`config.mk`:
```
export PLATFORM = sky130hd
export DESIGN_NAME = single_precision_float_adder_core
export DESIGN_NICKNAME = d
export VERILOG_FILES = /design/src/rtl/spfa_pkg.sv /design/src/rtl/spfa_datapath.sv /design/src/rtl/single_precision_float_adder_core.sv
export SDC_FILE = /design/constraint.sdc
export NUM_CORES = 1
export LEC_CHECK = 0
export ABC_AREA = 1
export BUFFER_PORTS_ARGS = -buffer_cell sky130_fd_sc_hd__buf_2
export CORE_AREA = 2 2 132 198
export CTS_BUF_LIST = sky130_fd_sc_hd__clkbuf_8
export CTS_CLUSTER_DIAMETER = 150
export CTS_CLUSTER_SIZE = 25
export DETAILED_ROUTE_END_ITERATION = 12
export DIE_AREA = 0 0 134 200
export PLACE_DENSITY_LB_ADDON = 0.08
export SETUP_SLACK_MARGIN = 0.5
export SYNTH_ARGS = -nofsm -noshare
export SYNTH_HDL_FRONTEND = slang
export SYNTH_HIERARCHICAL = 1
export SYNTH_SLANG_ARGS = --single-unit
```
`constraint.sdc`:
```
create_clock -name clk -period 15.33 [get_ports clk]
set_input_delay 1.533 -clock clk [delete_from_list [all_inputs] [get_ports clk]]
set_output_delay 1.533 -clock clk [all_outputs]
set_load 0.1 [all_outputs]
```
`src/rtl/spfa_pkg.sv`:
```
// Package for the single-precision float adder: field widths and constants.
// No dependencies; used by spfa_datapath.
package spfa_pkg;
  localparam int WordW    = 32;
  localparam int ExpW     = 8;
  localparam int FracW    = 23;
  localparam int MantW    = 24;
  localparam int MaxAlign = 40;
  localparam int ExtW     = 64;
  localparam logic [23:0] HiddenBit = 24'h800000;
  localparam logic [31:0] InfMag    = 32'h7F800000;
  localparam logic [31:0] SignBit   = 32'h80000000;
endpackage

```
`src/rtl/spfa_datapath.sv`:
```
// Combinational add/round datapath for one operand pair.
// Depends on spfa_pkg.
module spfa_datapath (
  input  logic [31:0] a_in,
  input  logic [31:0] b_in,
  output logic [31:0] sum_out
);
  logic        a_inf, b_inf, a_zero, b_zero, a_nan, swap;
  logic [31:0] a, b;
  logic [7:0]  ea, eb, e1, e2;
  logic        s1, s2, diff, g, r, st, carry, negated, sign;
  logic [23:0] m1, m2, p, shifted, neg2;
  logic [5:0]  d;
  logic [7:0]  draw;
  logic [63:0] ext, lowmask;
  logic [24:0] sum;
  logic [4:0]  k;
  logic        kfound;
  logic [24:0] pr;
  logic signed [10:0] expo;
  logic [7:0]  ef;

  always_comb begin
    ea = (a_in[30:23] == 8'd0) ? 8'd1 : a_in[30:23];
    eb = (b_in[30:23] == 8'd0) ? 8'd1 : b_in[30:23];
    a_inf  = (a_in[30:0] == spfa_pkg::InfMag[30:0]);
    b_inf  = (b_in[30:0] == spfa_pkg::InfMag[30:0]);
    a_zero = (a_in[30:0] == 31'd0);
    b_zero = (b_in[30:0] == 31'd0);
    a_nan  = (a_in[30:23] == 8'hFF) && (a_in[22:0] != 23'd0);
    swap = ea < eb;
    a  = swap ? b_in : a_in;
    b  = swap ? a_in : b_in;
    e1 = swap ? eb : ea;
    e2 = swap ? ea : eb;
    s1 = a[31];
    s2 = b[31];
    diff = s1 != s2;
    m1 = {(a[30:23] != 8'd0), a[22:0]};
    m2 = {(b[30:23] != 8'd0), b[22:0]};
    draw = e1 - e2;
    d = (draw > 8'(spfa_pkg::MaxAlign)) ? 6'(spfa_pkg::MaxAlign) : draw[5:0];
    neg2 = 24'd0 - m2;
    // sign-extended operand, shifted below for alignment
    ext = diff ? {40'hFF_FFFF_FFFF, neg2} : {40'd0, m2};
    g = (d >= 6'd1) ? ext[d - 6'd1] : 1'b0;
    r = (d >= 6'd2) ? ext[d - 6'd2] : 1'b0;
    lowmask = (64'd1 << (d - 6'd2)) - 64'd1;
    st = (d >= 6'd3) ? ((ext & lowmask) != 64'd0) : 1'b0;
    shifted = 24'(ext >> d);
    sum = {1'b0, shifted} + {1'b0, m1};
    carry = sum[24];
    p = sum[23:0];
    negated = diff && !carry;
    if (negated) p = 24'd0 - p;
    expo = 11'(e1);
    // leading-one search
    k = 5'd0;
    kfound = 1'b0;
    for (int i = 23; i >= 0; i--) begin
      if (!kfound && p[i]) begin
        k = 5'(23 - i);
        kfound = 1'b1;
      end
    end
    sum_out = 32'd0;
    if (!diff && carry) begin
      st = g | r | st;
      r = p[0];
      p = {1'b1, p[23:1]};
      expo = expo + 11'sd1;
    end else begin
      if (!kfound) k = 5'd24;
      if (k == 5'd0) begin
        st = r | st;
        r = g;
      end else begin
        if (k > 5'd1) begin
          r = 1'b0;
          st = 1'b0;
        end
        p = 24'({p, g} << (k - 5'd1));
      end
      expo = expo - 11'(k);
    end
    // round to nearest even
    pr = {1'b0, p};
    if (r && (st || p[0])) pr = pr + 25'd1;
    if (pr[24]) begin
      pr = {1'b0, spfa_pkg::HiddenBit};
      expo = expo + 11'sd1;
    end
    sign = negated ? s2 : s1;
    ef = (expo <= 11'sd0) ? 8'd1 : expo[7:0];
    if (expo >= 11'sd255) sum_out = {sign, spfa_pkg::InfMag[30:0]};
    else sum_out = {sign, ef, pr[22:0]};
    if (!(!diff && carry) && !kfound && !g) sum_out = 32'd0;
    // special operands take priority
    if (a_inf) sum_out = a_in;
    else if (b_inf) sum_out = b_in;
    else if ((a_zero && b_zero) || ((a_in ^ b_in) == spfa_pkg::SignBit && !a_nan))
      sum_out = 32'd0;
    else if (a_zero) sum_out = b_in;
    else if (b_zero) sum_out = a_in;
  end
endmodule

```
`src/rtl/single_precision_float_adder_core.sv`:
```
// Single-precision float adder: input register, datapath, output register.
// Depends on spfa_pkg and spfa_datapath.
//
// Usage: operand_a/operand_b come in on in_valid/in_stall; sum_bits
// leaves on out_valid/out_stall. A transaction happens when valid is high
// and stall is low.
// The sum passes through the input register, the datapath and the result
// register on its way to sum_bits. Throughput: one pair per cycle while
// out_stall is low, set by the single-pass datapath.
// Each stage moves on when the stage after it is empty or draining, so
// in_stall rises only when both stages hold data and out_stall is high.
// Stalled results hold their value. Reset empties both stages.
module single_precision_float_adder_core (
  input  logic        clk,
  input  logic        rst,
  input  logic        in_valid,
  output logic        in_stall,
  input  logic [31:0] operand_a,
  input  logic [31:0] operand_b,
  output logic        out_valid,
  input  logic        out_stall,
  output logic [31:0] sum_bits
);
  logic        s1_valid, s1_adv, s2_adv;
  logic [31:0] s1_a, s1_b, sum_comb;

  assign s2_adv   = !out_valid || !out_stall;
  assign s1_adv   = !s1_valid || s2_adv;
  assign in_stall = !s1_adv;

  // input register
  always_ff @(posedge clk) begin
    if (rst) s1_valid <= 1'b0;
    else if (s1_adv) s1_valid <= in_valid;
    if (s1_adv && in_valid) begin
      s1_a <= operand_a;
      s1_b <= operand_b;
    end
  end

  spfa_datapath u_dp (.a_in(s1_a), .b_in(s1_b), .sum_out(sum_comb));

  // result register
  always_ff @(posedge clk) begin
    if (rst) out_valid <= 1'b0;
    else if (s2_adv) out_valid <= s1_valid;
    if (s2_adv && s1_valid) sum_bits <= sum_comb;
  end
endmodule

```
==> results.py, run 1 <==
metrics = {
    "yosys": {
        "synth_fp_nets": 2883,
        "synth_area_leaders": "nand2_1 19%, edfxtp_1 18%, nand3_1 11%",
        "synth_commonest_cells": "830 x nand2_1, 344 x nand3_1, 316 x inv_1",
        "synth_edf_count": 96,
        "synth_cell_types": 60,
        "yosysTopAreaCell": "nand2_1",
        "ys_warn_count": 6,
        "netlist.area_leader.share_pct": 19.5,
        "syn_avg_cell_area_um2": 5.79,
        "async_reset_ff_share_pct": 0,
        "ys_ff_latch": 98,
        "synthCells": 2764,
        "syn_area_um2": 16000,
        "yosys_most_used_dff": "edfxtp_1",
        "synthMostInstantiatedCell": "nand2_1",
        "yosysSeqAreaShare_pct": 18.3,
    },
    "grt": {
        "grt_max_degree": 75,
        "grt-ovfl-total": 1,
        "grt_pass1_vias": 19500,
        "grt_usage_pct": 50.7,
        "grt_pass1_wl_um": 104000,
    },
    "status": {
        "status": "aborted with a tool error",
        "stop_error": "[ERROR GRT-0116] Global routing finished with congestion. Check the congestion regions in the DRC Viewer.",
        "lastStage": "global routing (5_1_grt)",
    },
    "placed_design": {
        "port_buffers": 101,
        "dp_hpwl_um": 50600,
        "globalplace.congestion": 1.16,
        "place_area_um2": 16600,
        "dp_cells": 3116,
    },
    "clocking": {
        "post_cts_buffers": 0,
        "cts_resized": 0,
        "ctsRootBufferMaster": "clkbuf_8",
        "htreeDepth": 3,
        "numCtsBuffers": 9,
        "postCtsHoldBufs": 0,
        "clock_sinks": 98,
        "cts_buffer_depth": 2,
    },
    "floorplanning": {
        "die_h_um": 200,
        "io_pins": 102,
        "die_w_um": 134,
        "initial_core_util_pct": 64.2,
        "rows": 71,
    },
}
## stage by stage
step           hold WS [ps]  setup WS, ps
2_1_floorplan           457          3810
3_3_place_gp            480          1460
3_5_place_dp            509          1040
4_1_cts                 523          1010
## per-layer routing
layer,overflow,GRT usage [%]
met1,0,50.7
met3,0,20.4
met4,1,50.7
met5,0,0
met2,0,78.7
## logic make-up after synthesis
family,Yosys count,synth area share (%)
compound gates,383,13.2
xor+xnor,94,5.28
fa+ha+maj,51,4.08
buf+inv,455,11.5
flops,98,18.3
simple gates,1683,47.6
==> run 2: changes to the inputs <==
Settings changed: CORE_AREA 2 2 132 198 to 2 2 204 206, CTS_BUF_LIST sky130_fd_sc_hd__clkbuf_8 to unset, CTS_CLUSTER_DIAMETER 150 to unset, CTS_CLUSTER_SIZE 25 to unset, DIE_AREA 0 0 134 200 to 0 0 206 208, PLACE_DENSITY_LB_ADDON 0.08 to 0.15, SETUP_SLACK_MARGIN 0.5 to unset.
==> run 2 against run 1 <==
  * The flow now finishes without violations
  * Synthesized area stayed put
  * Synthesized cell count stayed put
==> results.py, run 2 <==
metrics = {
    "sta": {
        "skew_ps": 18.7,
        "min_period_ps": 14280,
        "setup_viol": 0,
        "fin_crit_sh_pct": 93.1,
        "worst_pin_slew_ps": 1130,
        "timing.fmax_ghz": 0.0700,
        "slew_violations": 0,
        "grt_setup_unrepaired": "no",
        "setup_tns_ps": 0,
        "slew_headroom_pct": 24.2,
        "hold_viol_final": 0,
    },
    "critical_path": {
        "end_kind": "flop",
        "path_class": "reg2reg",
        "cp.required_ps": 15430,
        "cp.arrival_ps": 14380,
        "worstPathMaxFanout": 26,
        "slowest_stage": "edfxtp_1",
        "crit_path_start_kind": "flop",
        "cpMostUsedCell": "nand2_1",
        "r2r_cells": 75,
        "max_stage_delay_ps": 570,
    },
    "yosys": {
        "synthMostInstantiatedCell": "nand2_1",
        "synth_fp_nets": 2883,
        "async_reset_ff_share_pct": 0,
        "synth_commonest_cells": "830 x nand2_1, 344 x nand3_1, 316 x inv_1",
        "synth_area_leaders": "nand2_1 19%, edfxtp_1 18%, nand3_1 11%",
        "syn_avg_cell_area_um2": 5.79,
        "yosysTopAreaCell": "nand2_1",
        "yosys_most_used_dff": "edfxtp_1",
        "syn_area_um2": 16000,
        "ys_ff_latch": 98,
        "ys_warn_count": 6,
        "yosysSeqAreaShare_pct": 18.3,
        "netlist.area_leader.share_pct": 19.5,
        "synth_cell_types": 60,
        "synthCells": 2764,
        "synth_edf_count": 96,
    },
    "clocking": {
        "ctsRootBufferMaster": "clkbuf_16",
        "clk_transition_reported_paths_ps": 80,
        "cts_tree": "done",
        "htreeDepth": 3,
        "numCtsBuffers": 9,
        "postCtsHoldBufs": 0,
        "cts_buffer_depth": 2,
        "clock_sinks": 98,
        "clkLatencyLatePin_ps": 370,
    },
    "worst_hold_path": {
        "hold_class": "reg2reg",
        "min_path_cells": 2,
    },
    "drt": {
        "num_vias": 18800,
        "via_per_inst": 5.64,
        "antenna_left": 0,
        "drc": 0,
        "routed_wl_um": 65700,
        "firstDrtPassIters": 6,
        "drt-initial-drc-count": 2077,
        "wl_per_cell_um": 19.6,
    },
    "layout": {
        "fillers": 4568,
        "insertedDiodeCount": 0,
        "mostFrequentLayoutCells": "830 x nand2_1, 344 x nand3_1, 314 x inv_1, 241 x nor2_1, 154 x a21oi_1",
        "top_regs": "s1_a x32, s1_b x32, sum_bits x32",
        "final_util_pct": 42.5,
        "layout.nets": 2924,
        "final_common_cell": "nand2_1",
        "stdcell_count": 3342,
        "area_delta_synth_final_pct": 7.74,
        "drive_above_1_share_pct": 11.2,
    },
    "grt": {
        "grt_max_degree": 65,
        "grt-ovfl-total": 0,
        "grt_pass1_vias": 17100,
        "grt_usage_pct": 29.5,
        "antenna_found_initial": 0,
        "grt_pass1_wl_um": 97900,
    },
    "placed_design": {
        "dp_hpwl_um": 52600,
        "globalplace.congestion": 1.01,
        "port_buffers": 101,
        "dp_cells": 3319,
    },
    "floorplanning": {
        "core_region_area_um2": 40600,
        "dieArea_um2": 42800,
        "die_w_um": 206,
        "io_pins": 102,
        "initial_core_util_pct": 39.5,
        "die_h_um": 208,
        "rows": 74,
    },
    "status": {
        "status": "finished clean",
    },
    "flow_run": {
        "maxCapViolations": 0,
    },
}
==> run 2: cell counts after synthesis <==
No cell type changed its count.
==> run 2: metal layers <==
layer	vias up	GRT usage [%]	wire, µm
met1	8703	39.9	28500
met2	806	47.9	30100
li1	9203	-	-
met5	-	0	0
met4	0	11.7	2680
met3	129	3.15	4450
==> run 2: per-stage QoR <==
stage | cell area, µm² | hold WS, ps | worst slack (ps)
after floorplan | 16000 | 457 | 3810
after global placement | 16900 | 491 | 992
after detailed placement | 16900 | 503 | 788
after CTS | 17100 | 513 | 710
after global routing | 17300 | 532 | 1.28
final | 17300 | 514 | 1050
==> run 2: logic make-up (layout without fill, tap and decap cells) <==
logic type      Yosys count  count (layout)  synth area share (%)
simple gates           1683            1686                  47.6
buf+inv                 455             496                  11.5
compound gates          383             385                  13.2
flops                    98              98                  18.3
xor+xnor                 94              94                  5.28
fa+ha+maj                51              51                  4.08
==> run 2: layout make-up <==
type                    count  area [µm²]  area share [%]
well taps                 532         666            3.86
repair buffers            126         693            4.02
repair inverters            1        5.00          0.0290
inverters                 353        1330            7.72
multi-input cells        2216       11400            65.8
clock buffers              10         229            1.33
flip-flops and latches     98        2920            16.9
clock inverters             6        48.8           0.283
==> run 2: repair_timing <==
| action | in CTS | in global routing |
|---|---|---|
| gates resized for setup | 0 | 11 |
| endpoints found under the hold margin | 0 | 0 |
| buffers inserted | 0 | 1 |
| endpoints found under the setup margin | 0 | 31 |
==> run 2: worst max-delay path, delay by kind of cell (launching register included) <==
kind                     cells  cell delay (ps)
AND/OR/NAND/NOR             47             7130
flip-flops                   1              570
adder cells (fa/ha/maj)      7             2230
AO/OA/AOI/OAI               11             2180
buffers and inverters        9             1450
XOR/XNOR                     1              370
==> run 2: path summary, 6_finish.rpt <==
check	start	endpoint	slack (ps)
worst max-delay path	s1_a[24]	sum_bits[17]	1050
worst min-delay path	s1_valid	s1_valid	510
worst max register to register	s1_a[24]	sum_bits[17]	1050
worst min register to register	s1_valid	s1_valid	510
Power of run 2 is left out: the tool's default activity adds up to more than one toggle a clock period on the data nets, which glitch-free logic cannot reach.
